**src/bdll_pkg.sv**
```systemverilog
`timescale 1ns / 1ps
// ----------------------------------------------------------------------------
// bdll_pkg
// Types and constants shared by the bounded doubly linked list block.
// ----------------------------------------------------------------------------
package bdll_pkg;

    localparam int VAL_W       = 32;
    localparam int POS_W       = 8;
    localparam int OUT_CNT_W   = 5;
    localparam int OP_W        = 2;
    localparam int STAT_W      = 2;
    localparam int IN_TDATA_W  = 40;
    localparam int OUT_TDATA_W = 40;

    typedef enum logic [OP_W-1:0] {
        OP_INS_FRONT = 2'd0,
        OP_INS_END   = 2'd1,
        OP_DELETE    = 2'd2,
        OP_DISPLAY   = 2'd3
    } op_t;

    typedef enum logic [STAT_W-1:0] {
        ST_OK    = 2'd0,
        ST_EMPTY = 2'd1,
        ST_RANGE = 2'd2,
        ST_FULL  = 2'd3
    } stat_t;

    typedef enum logic [2:0] {
        S_IDLE,
        S_DECIDE,
        S_INS_SCAN,
        S_INS_LINK,
        S_DEL_WALK,
        S_DISP,
        S_RESP
    } state_t;

    // controller -> datapath
    typedef struct packed {
        logic  load;
        logic  scan_step;
        logic  link;
        logic  walk_step;
        logic  unlink;
        logic  disp_emit;
        logic  emit;
        logic  rd_cur;
        stat_t emit_status;
    } ctl_cmd_t;

    // datapath -> controller
    typedef struct packed {
        op_t  op;
        logic empty;
        logic full;
        logic pos_bad;
        logic cand_ready;
        logic steps_zero;
        logic disp_last;
        logic out_free;
    } dp_stat_t;

endpackage

```
**src/bdll_ctrl.sv**
```systemverilog
`timescale 1ns / 1ps
// ----------------------------------------------------------------------------
// bdll_ctrl
// Sequencer for the list operations: decides, scans, walks and emits words.
// ----------------------------------------------------------------------------
module bdll_ctrl
(
    input  logic               clk,
    input  logic               rst_n,
    input  logic               s_tvalid,
    output logic               s_tready,
    input  bdll_pkg::dp_stat_t stat,
    output bdll_pkg::ctl_cmd_t cmd
);

    bdll_pkg::state_t state_reg, state_next;
    bdll_pkg::stat_t  res_reg, res_next;

    always_ff @(posedge clk or negedge rst_n)
    begin
        if (!rst_n)
        begin
            state_reg <= bdll_pkg::S_IDLE;
            res_reg   <= bdll_pkg::ST_OK;
        end
        else
        begin
            state_reg <= state_next;
            res_reg   <= res_next;
        end
    end

    // next state
    always_comb
    begin
        state_next = state_reg;
        res_next   = res_reg;
        case (state_reg)
            bdll_pkg::S_IDLE:
            begin
                if (s_tvalid)
                    state_next = bdll_pkg::S_DECIDE;
            end
            bdll_pkg::S_DECIDE:
            begin
                res_next = bdll_pkg::ST_OK;
                case (stat.op)
                    bdll_pkg::OP_INS_FRONT, bdll_pkg::OP_INS_END:
                    begin
                        if (stat.full)
                        begin
                            res_next   = bdll_pkg::ST_FULL;
                            state_next = bdll_pkg::S_RESP;
                        end
                        else
                            state_next = bdll_pkg::S_INS_SCAN;
                    end
                    bdll_pkg::OP_DELETE:
                    begin
                        if (stat.empty)
                        begin
                            res_next   = bdll_pkg::ST_EMPTY;
                            state_next = bdll_pkg::S_RESP;
                        end
                        else if (stat.pos_bad)
                        begin
                            res_next   = bdll_pkg::ST_RANGE;
                            state_next = bdll_pkg::S_RESP;
                        end
                        else
                            state_next = bdll_pkg::S_DEL_WALK;
                    end
                    default:
                    begin
                        if (stat.empty)
                        begin
                            res_next   = bdll_pkg::ST_EMPTY;
                            state_next = bdll_pkg::S_RESP;
                        end
                        else
                            state_next = bdll_pkg::S_DISP;
                    end
                endcase
            end
            bdll_pkg::S_INS_SCAN:
            begin
                if (stat.cand_ready)
                    state_next = bdll_pkg::S_INS_LINK;
            end
            bdll_pkg::S_INS_LINK:
                state_next = bdll_pkg::S_RESP;
            bdll_pkg::S_DEL_WALK:
            begin
                if (stat.steps_zero)
                    state_next = bdll_pkg::S_RESP;
            end
            bdll_pkg::S_DISP:
            begin
                if (stat.out_free && stat.disp_last)
                    state_next = bdll_pkg::S_IDLE;
            end
            bdll_pkg::S_RESP:
            begin
                if (stat.out_free)
                    state_next = bdll_pkg::S_IDLE;
            end
            default:
                state_next = bdll_pkg::S_IDLE;
        endcase
    end

    // outputs
    always_comb
    begin
        s_tready        = 1'b0;
        cmd             = '0;
        cmd.emit_status = res_reg;
        case (state_reg)
            bdll_pkg::S_IDLE:
            begin
                s_tready = 1'b1;
                cmd.load = s_tvalid;
            end
            bdll_pkg::S_INS_SCAN:
                cmd.scan_step = 1'b1;
            bdll_pkg::S_INS_LINK:
                cmd.link = 1'b1;
            bdll_pkg::S_DEL_WALK:
            begin
                cmd.rd_cur    = 1'b1;
                cmd.unlink    = stat.steps_zero;
                cmd.walk_step = !stat.steps_zero;
            end
            bdll_pkg::S_DISP:
            begin
                cmd.rd_cur    = 1'b1;
                cmd.disp_emit = stat.out_free;
            end
            bdll_pkg::S_RESP:
                cmd.emit = stat.out_free;
            default:
                cmd.rd_cur = 1'b0;
        endcase
    end

endmodule

```
**src/bdll_dpath.sv**
```systemverilog
`timescale 1ns / 1ps
// ----------------------------------------------------------------------------
// bdll_dpath
// Node store, link memories, free map, list pointers and output register.
// ----------------------------------------------------------------------------
module bdll_dpath
#(
    parameter int CAPACITY = 16
)
(
    input  logic                               clk,
    input  logic                               rst_n,
    input  bdll_pkg::ctl_cmd_t                 cmd,
    output bdll_pkg::dp_stat_t                 stat,
    input  logic [bdll_pkg::IN_TDATA_W-1:0]    s_tdata,
    input  logic [bdll_pkg::OP_W-1:0]          s_tuser,
    output logic                               m_tvalid,
    input  logic                               m_tready,
    output logic [bdll_pkg::OUT_TDATA_W-1:0]   m_tdata,
    output logic [bdll_pkg::STAT_W-1:0]        m_tuser,
    output logic                               m_tlast
);

    localparam int IW = $clog2(CAPACITY);
    localparam int CW = $clog2(CAPACITY + 1);
    localparam int PW = (CW > bdll_pkg::POS_W) ? CW : bdll_pkg::POS_W;
    localparam int XW = (CW > bdll_pkg::OUT_CNT_W) ? CW : bdll_pkg::OUT_CNT_W;
    localparam int VW = bdll_pkg::VAL_W;
    localparam int QW = bdll_pkg::POS_W;

    // storage
    logic [VW-1:0] val_mem  [CAPACITY];
    logic [IW-1:0] nxt_mem  [CAPACITY];
    logic [IW-1:0] prv_mem  [CAPACITY];
    logic          free_mem [CAPACITY];

    logic [VW-1:0] val_rd_reg;
    logic [IW-1:0] nxt_rd_reg, prv_rd_reg;
    logic          free_rd_reg;

    // control state
    logic [IW-1:0] head_reg, head_next, tail_reg, tail_next;
    logic [CW-1:0] count_reg, count_next, hwm_reg, hwm_next, scan_reg, scan_next;
    logic          chk_vld_reg, chk_vld_next, out_vld_reg, out_vld_next;

    // work registers
    bdll_pkg::op_t    op_reg, op_next;
    logic signed [VW-1:0] value_reg, value_next;
    logic [IW-1:0]    chk_idx_reg, chk_idx_next, node_reg, node_next, cur_reg, cur_next;
    logic [QW-1:0]    steps_reg, steps_next;
    logic [CW-1:0]    remain_reg, remain_next;

    bdll_pkg::stat_t      out_stat_reg, out_stat_next;
    logic signed [VW-1:0] out_val_reg, out_val_next;
    logic [bdll_pkg::OUT_CNT_W-1:0] out_cnt_reg, out_cnt_next;
    logic                 out_last_reg, out_last_next;

    // memory ports
    logic [IW-1:0] rd_addr;
    logic          val_we, nxt_we, prv_we, free_we, free_wd;
    logic [IW-1:0] nxt_wa, nxt_wd, prv_wa, prv_wd, free_wa;

    logic [QW-1:0] in_pos;
    logic          found, exhausted;
    logic [XW-1:0] cnt_ext;

    assign in_pos    = s_tdata[VW +: QW];
    assign found     = chk_vld_reg && free_rd_reg;
    assign exhausted = (scan_reg == hwm_reg);
    assign cnt_ext   = XW'(count_next);

    always_comb
    begin
        if (cmd.walk_step || cmd.disp_emit)
            rd_addr = nxt_rd_reg;
        else if (cmd.rd_cur)
            rd_addr = cur_reg;
        else
            rd_addr = head_reg;
    end

    always_comb
    begin
        stat.op         = op_reg;
        stat.empty      = (count_reg == '0);
        stat.full       = (count_reg == CW'(CAPACITY));
        stat.pos_bad    = (PW'(steps_reg) >= PW'(count_reg));
        stat.cand_ready = found || exhausted;
        stat.steps_zero = (steps_reg == '0);
        stat.disp_last  = (remain_reg == CW'(1));
        stat.out_free   = !out_vld_reg || m_tready;
    end

    always_comb
    begin
        head_next     = head_reg;
        tail_next     = tail_reg;
        count_next    = count_reg;
        hwm_next      = hwm_reg;
        scan_next     = scan_reg;
        chk_vld_next  = chk_vld_reg;
        chk_idx_next  = chk_idx_reg;
        node_next     = node_reg;
        cur_next      = cur_reg;
        steps_next    = steps_reg;
        remain_next   = remain_reg;
        op_next       = op_reg;
        value_next    = value_reg;
        out_vld_next  = out_vld_reg && !m_tready;
        out_stat_next = out_stat_reg;
        out_val_next  = out_val_reg;
        out_cnt_next  = out_cnt_reg;
        out_last_next = out_last_reg;

        val_we  = 1'b0;
        nxt_we  = 1'b0;
        nxt_wa  = node_reg;
        nxt_wd  = head_reg;
        prv_we  = 1'b0;
        prv_wa  = head_reg;
        prv_wd  = node_reg;
        free_we = 1'b0;
        free_wa = node_reg;
        free_wd = 1'b0;

        if (cmd.load)
        begin
            op_next      = bdll_pkg::op_t'(s_tuser);
            value_next   = s_tdata[VW-1:0];
            steps_next   = (in_pos == '0) ? '0 : in_pos - QW'(1);
            cur_next     = head_reg;
            scan_next    = '0;
            chk_vld_next = 1'b0;
            remain_next  = count_reg;
        end

        // lowest free node: nodes at or above the high-water mark were never used
        if (cmd.scan_step)
        begin
            if (found)
            begin
                node_next    = chk_idx_reg;
                chk_vld_next = 1'b0;
            end
            else if (exhausted)
            begin
                node_next    = hwm_reg[IW-1:0];
                hwm_next     = hwm_reg + CW'(1);
                chk_vld_next = 1'b0;
            end
            else
            begin
                chk_idx_next = scan_reg[IW-1:0];
                chk_vld_next = 1'b1;
                scan_next    = scan_reg + CW'(1);
            end
        end

        if (cmd.link)
        begin
            val_we     = 1'b1;
            free_we    = 1'b1;
            free_wa    = node_reg;
            free_wd    = 1'b0;
            count_next = count_reg + CW'(1);
            if (count_reg == '0)
            begin
                head_next = node_reg;
                tail_next = node_reg;
            end
            else if (op_reg == bdll_pkg::OP_INS_FRONT)
            begin
                nxt_we    = 1'b1;
                nxt_wa    = node_reg;
                nxt_wd    = head_reg;
                prv_we    = 1'b1;
                prv_wa    = head_reg;
                prv_wd    = node_reg;
                head_next = node_reg;
            end
            else
            begin
                prv_we    = 1'b1;
                prv_wa    = node_reg;
                prv_wd    = tail_reg;
                nxt_we    = 1'b1;
                nxt_wa    = tail_reg;
                nxt_wd    = node_reg;
                tail_next = node_reg;
            end
        end

        if (cmd.walk_step)
        begin
            cur_next   = nxt_rd_reg;
            steps_next = steps_reg - QW'(1);
        end

        // read data holds the links of cur_reg here
        if (cmd.unlink)
        begin
            free_we    = 1'b1;
            free_wa    = cur_reg;
            free_wd    = 1'b1;
            count_next = count_reg - CW'(1);
            if (count_reg == CW'(1))
            begin
                head_next = '0;
                tail_next = '0;
            end
            else if (cur_reg == head_reg)
                head_next = nxt_rd_reg;
            else if (cur_reg == tail_reg)
                tail_next = prv_rd_reg;
            else
            begin
                nxt_we = 1'b1;
                nxt_wa = prv_rd_reg;
                nxt_wd = nxt_rd_reg;
                prv_we = 1'b1;
                prv_wa = nxt_rd_reg;
                prv_wd = prv_rd_reg;
            end
        end

        if (cmd.disp_emit)
        begin
            out_vld_next  = 1'b1;
            out_stat_next = bdll_pkg::ST_OK;
            out_val_next  = val_rd_reg;
            out_cnt_next  = cnt_ext[bdll_pkg::OUT_CNT_W-1:0];
            out_last_next = (remain_reg == CW'(1));
            remain_next   = remain_reg - CW'(1);
            cur_next      = nxt_rd_reg;
        end

        if (cmd.emit)
        begin
            out_vld_next  = 1'b1;
            out_stat_next = cmd.emit_status;
            out_val_next  = '0;
            out_cnt_next  = cnt_ext[bdll_pkg::OUT_CNT_W-1:0];
            out_last_next = 1'b1;
        end
    end

    always_ff @(posedge clk or negedge rst_n)
    begin
        if (!rst_n)
        begin
            head_reg    <= '0;
            tail_reg    <= '0;
            count_reg   <= '0;
            hwm_reg     <= '0;
            scan_reg    <= '0;
            chk_vld_reg <= 1'b0;
            out_vld_reg <= 1'b0;
        end
        else
        begin
            head_reg    <= head_next;
            tail_reg    <= tail_next;
            count_reg   <= count_next;
            hwm_reg     <= hwm_next;
            scan_reg    <= scan_next;
            chk_vld_reg <= chk_vld_next;
            out_vld_reg <= out_vld_next;
        end
    end

    always_ff @(posedge clk)
    begin
        op_reg       <= op_next;
        value_reg    <= value_next;
        chk_idx_reg  <= chk_idx_next;
        node_reg     <= node_next;
        cur_reg      <= cur_next;
        steps_reg    <= steps_next;
        remain_reg   <= remain_next;
        out_stat_reg <= out_stat_next;
        out_val_reg  <= out_val_next;
        out_cnt_reg  <= out_cnt_next;
        out_last_reg <= out_last_next;
    end

    always_ff @(posedge clk)
    begin
        if (val_we)
            val_mem[node_reg] <= value_reg;
        val_rd_reg <= val_mem[rd_addr];
    end

    always_ff @(posedge clk)
    begin
        if (nxt_we)
            nxt_mem[nxt_wa] <= nxt_wd;
        nxt_rd_reg <= nxt_mem[rd_addr];
    end

    always_ff @(posedge clk)
    begin
        if (prv_we)
            prv_mem[prv_wa] <= prv_wd;
        prv_rd_reg <= prv_mem[rd_addr];
    end

    always_ff @(posedge clk)
    begin
        if (free_we)
            free_mem[free_wa] <= free_wd;
        free_rd_reg <= free_mem[scan_reg[IW-1:0]];
    end

    assign m_tvalid = out_vld_reg;
    assign m_tdata  = {{(bdll_pkg::OUT_TDATA_W - VW - bdll_pkg::OUT_CNT_W){1'b0}},
                       out_cnt_reg, out_val_reg};
    assign m_tuser  = out_stat_reg;
    assign m_tlast  = out_last_reg;

endmodule

```
**src/bounded_doubly_linked_list.sv**
```systemverilog
`timescale 1ns / 1ps
// ----------------------------------------------------------------------------
// bounded_doubly_linked_list
// Ordered list of signed 32-bit values kept as a doubly linked list of
// CAPACITY nodes: insert front/end, delete at position, display.
// ----------------------------------------------------------------------------
// One operation is in flight at a time; a new word is taken while the last
// result still sits in the output register. Every step of a walk is one read
// of the link memories, and finding a free node reads the free map one entry
// per cycle up to the high-water mark of nodes ever used. Any result can be
// held by an output stall. No clearing pass after reset: the node store is
// used only where it was written. Display of a non-empty list produces one
// result word per entry with tlast on the final one; every other operation
// produces one word.
// ----------------------------------------------------------------------------
module bounded_doubly_linked_list
#(
    parameter int CAPACITY = 16
)
(
    input  logic                             clk,
    input  logic                             rst_n,
    input  logic                             s_tvalid,
    output logic                             s_tready,
    input  logic [bdll_pkg::IN_TDATA_W-1:0]  s_tdata,   // value[31:0], position[39:32]
    input  logic [bdll_pkg::OP_W-1:0]        s_tuser,   // operation[1:0]
    output logic                             m_tvalid,
    input  logic                             m_tready,
    output logic [bdll_pkg::OUT_TDATA_W-1:0] m_tdata,   // item_value[31:0], item_count[36:32]
    output logic [bdll_pkg::STAT_W-1:0]      m_tuser,   // status[1:0]
    output logic                             m_tlast
);

    bdll_pkg::ctl_cmd_t cmd;
    bdll_pkg::dp_stat_t stat;

    bdll_ctrl u_ctrl
    (
        .clk      (clk),
        .rst_n    (rst_n),
        .s_tvalid (s_tvalid),
        .s_tready (s_tready),
        .stat     (stat),
        .cmd      (cmd)
    );

    bdll_dpath
    #(
        .CAPACITY (CAPACITY)
    )
    u_dpath
    (
        .clk      (clk),
        .rst_n    (rst_n),
        .cmd      (cmd),
        .stat     (stat),
        .s_tdata  (s_tdata),
        .s_tuser  (s_tuser),
        .m_tvalid (m_tvalid),
        .m_tready (m_tready),
        .m_tdata  (m_tdata),
        .m_tuser  (m_tuser),
        .m_tlast  (m_tlast)
    );

endmodule

```
**config.mk**
```make
export PLATFORM = sky130hd
export DESIGN_NAME = bounded_doubly_linked_list
export DESIGN_NICKNAME = d
export VERILOG_FILES = /design/src/bdll_pkg.sv /design/src/bdll_ctrl.sv /design/src/bdll_dpath.sv /design/src/bounded_doubly_linked_list.sv
export SDC_FILE = /design/constraint.sdc
export NUM_CORES = 1
export LEC_CHECK = 0
export BUFFER_PORTS_ARGS = -buffer_cell sky130_fd_sc_hd__buf_2
export CAP_MARGIN = 5
export CORE_MARGIN = 10
export CORE_UTILIZATION = 57
export CTS_CLUSTER_SIZE = 24
export DETAILED_ROUTE_END_ITERATION = 16
export GPL_TIMING_DRIVEN = 0
export HOLD_SLACK_MARGIN = 0.06
export PLACE_DENSITY_LB_ADDON = 0.2
export SYNTH_ARGS = -nofsm -noshare
export SYNTH_HDL_FRONTEND = slang
export SYNTH_SLANG_ARGS = --single-unit
```
**constraint.sdc**
```tcl
create_clock -name clk -period 4.9 [get_ports clk]
set_input_delay 0 -clock clk [delete_from_list [all_inputs] [get_ports clk]]
set_output_delay 0 -clock clk [all_outputs]
set_load 0.05 [all_outputs]
```
==> metrics.md <==
| Metric | Value |
|---|---|
| # Max-Cap Violations | `0` |
| Register area share after synthesis | `0.741` |
| Diode count | `0` |
| Gr usage total | `0.244` |
| Biggest register | `u_dpath.val_mem` |
| Post-CTS Setup Inserts | `0` |
| Sink Count | `826` |
| DRC Markers | `0` |
| Detail Route Antenna Nets | `0` |
| Slew @ Worst Pin | `1.30 ns` |
| Via count | `18900` |
| Critical path buffer and inverter count | `5` |
| Ys flop type | `edfxtp_1` |
| Leading area contributor after synthesis | `edfxtp_1` |
| Root buffer cell | `clkbuf_16` |
| Ys async rst share | `0.0363` |
| Detailed-route wire length per cell | `26.4 um` |
| Slowest cell on crit path | `a21oi_1` |
| RD Place Congestion | `0.891` |
| Leak | `0.0132 uW` |
| Number of global-route vias before repair | `18800` |
| Dpl cells | `2884` |
| Met2 Usage GRT | `0.401` |
| Hold Slack | `0.0880 ns` |
| Antenna violations before repair | `0` |
| 1st-iter DRT viols | `2291` |
| Crit path max fanout | `16` |
| Worst path most repeated cell | `buf_2` |
| Worst-case clock buffer depth | `3` |
| Die height | `258 um` |
| Most frequent cell after synthesis | `edfxtp_1` |
| Worst-path cell chain | `inv_1 > ha_1 > or4b_4 > nor2_1 > nand2_1 > clkinv_1 > nand4_1 > buf_2 > buf_2 > buf_1 > a21oi_1` |
| Fraction of layout instances using a drive strength above 1 | `0.151` |
| Avg Inst Size Synth | `16.1 um^2` |
| Drt first pass iters | `5` |
| Gr busiest metal | `met2` |
| Grt total ovfl | `0` |
| Fmax | `224 MHz` |
| Clk network pwr share | `0.256` |
| First-pass GRT wire length | `120000 um` |
| Final setup viols | `0` |
| NetSw | `8960 uW` |
| Rows | `87` |
| Skew final | `0.0342 ns` |
| EDFF count, synth | `722` |
| Comb pwr share | `0.365` |
| I/O pins | `91` |
| Worst-path clk slew | `0.06 ns` |
| CTS tree | `built` |
| Max VDD drop | `0.000735 V` |
| Final Max Tran Viols | `0` |
| Outcome | `completed` |
| Non-Filler Instances | `3114` |
| Endpoints failing hold | `0` |
| Max reg flops | `512` |
| Setup_tns | `0 ns` |
| Initial Util | `0.574` |
| Met1 Track Usage GR | `0.323` |
| Biggest regs | `u_dpath.val_mem x512, u_dpath.nxt_mem x64, u_dpath.prv_mem x64` |
| Met3 Use GR | `0.0525` |
| Delay-heaviest family, CP | `simple AND/OR/NAND/NOR gates` |
| Final period util | `0.912` |
| CP Class | `flip-flop to flip-flop` |
| Nets@finish | `2348` |
| Vias per std cell | `6.08` |
| Post-synth top cells | `722 x edfxtp_1, 341 x mux2i_1, 167 x o22ai_1` |
| Post-Syn Instances | `2008` |
| Rel. slew slack | `0.136` |
| Cell Pwr Density | `654 nW/um^2` |
| Setup repair after global routing missed its margin | `no` |
| Mapped cell area | `32300 um^2` |
| Area Overhead vs Synth | `17.1%` |
| Htree depth | `3` |
| Worst skew pair latency | `0.65 ns` |
| Crit start category | `flip-flop` |
| Post-DP HPWL | `51800 um` |
| Synth warnings | `0` |
| Internal Pwr Total | `15800 uW` |
| Num CTS Buffers | `83` |
| Crit path capture type | `flip-flop` |
| Seq cells post-synth | `826` |
| Core ar. | `56300 um^2` |
| Worst path max stage delay | `1.03 ns` |
| DIE WIDTH | `258 um` |
| Die ar. | `66500 um^2` |
| Pin count of the biggest net entering global routing | `31` |
| Flop pwr share | `0.379` |
| Worst Path Arrival | `4.73 ns` |
| Worst Hold Class | `primary input to flip-flop` |
| Top post-synthesis cells by area | `edfxtp_1 67%, mux2i_1 11%, dfxtp_1 4.6%` |
| Period minus WS final | `4.47 ns` |
| CP Data Required Time | `5.16 ns` |
| Net Sw Frac | `0.362` |
| # fillers | `3800` |
| I/O Buffers | `87` |
| Cell variety after synth | `67` |
| Final wirelength | `82300 um` |
| Synth top area share | `0.672` |
[power by group through the flow]
stage	Clock [uW]	Sequential, uW	Combinational [uW]
final	6330	9370	9020
after global placement	0	9480	8580
after CTS	6380	9350	8930
after global routing	6690	9440	9500
after floorplan	0	9660	5640
after detailed placement	0	9490	8830
[worst paths after layout]
| path | startpoint | end | slack [ns] | cells after the start |
|---|---|---|---|---|
| worst max register to register | u_dpath.steps_reg[0] | u_dpath.nxt_mem[3][2] | 0.43 | 11 |
| min in group asynchronous | rst_n | u_dpath.tail_reg[3] | 0.42 | 4 |
| max in group asynchronous | rst_n | u_dpath.scan_reg[4] | 4.28 | 4 |
| worst min-delay path | s_tdata[10] | u_dpath.value_reg[10] | 0.09 | 2 |
| worst max-delay path | u_dpath.steps_reg[0] | u_dpath.nxt_mem[3][2] | 0.43 | 11 |
| worst min register to register | u_dpath.val_rd_reg[30] | u_dpath.out_val_reg[30] | 0.44 | 2 |
[through the flow]
step	power, uW	worst slack, ns	utilization	instance area (um^2)
after CTS	24700	0.499	0.671	37800
final	24700	0.431	0.671	37800
after detailed placement	18300	0.504	0.609	34300
after global placement	18100	-2.66	0.598	33700
after global routing	25600	0.218	0.671	37800
after floorplan	15300	0.932	-	32300
[area by class of cell]
type                            count  area (um^2)  share of cell area
Buffer                            108          626              0.0166
Sequential cell                   826        23900               0.633
Multi-Input combinational cell   1049         7760               0.205
Clock buffer                      117         2340              0.0619
Timing Repair Buffer              192         1670              0.0441
Inverter                           27          101             0.00268
Clock inverter                     39          435              0.0115
Tap cell                          756          946              0.0250
[metal layers]
layer / wire (um) / vias up / part of all wire
met5: 0 / - / 0
met4: 2470 / 0 / 0.030
met3: 7410 / 163 / 0.090
met2: 39500 / 952 / 0.48
met1: 32900 / 9469 / 0.40
li1: - / 8350 / -
[layout by cell type (no fill, tap or decap), drive strengths merged, types with 55 or more instances in the layout]
master | netlist | layout
edfxtp | 722 | 722
buf | 68 | 188
clkbuf | 40 | 157
nand2 | 101 | 101
mux2i | 341 | 341
nor2 | 114 | 114
o22ai | 167 | 167
a21oi | 55 | 55
dfxtp | 74 | 74
dlygate4sd3 | 0 | 72
[cells by family after synthesis]
| logic type | share of synthesized area |
|---|---|
| compound gates | 0.0581 |
| xor+xnor | 0.00977 |
| fa+ha+maj | 0.00581 |
| buf+inv | 0.0225 |
| flops | 0.741 |
| mux | 0.112 |
| other cells | 0.000116 |
| simple gates | 0.0512 |
[repair_timing]
item / CTS / global route
gates resized for setup: 0 / 0
hold buffers: 72 / 1
hold endpoints to repair: 77 / 1
No activity file was read; power rests on OpenSTA's default activity.
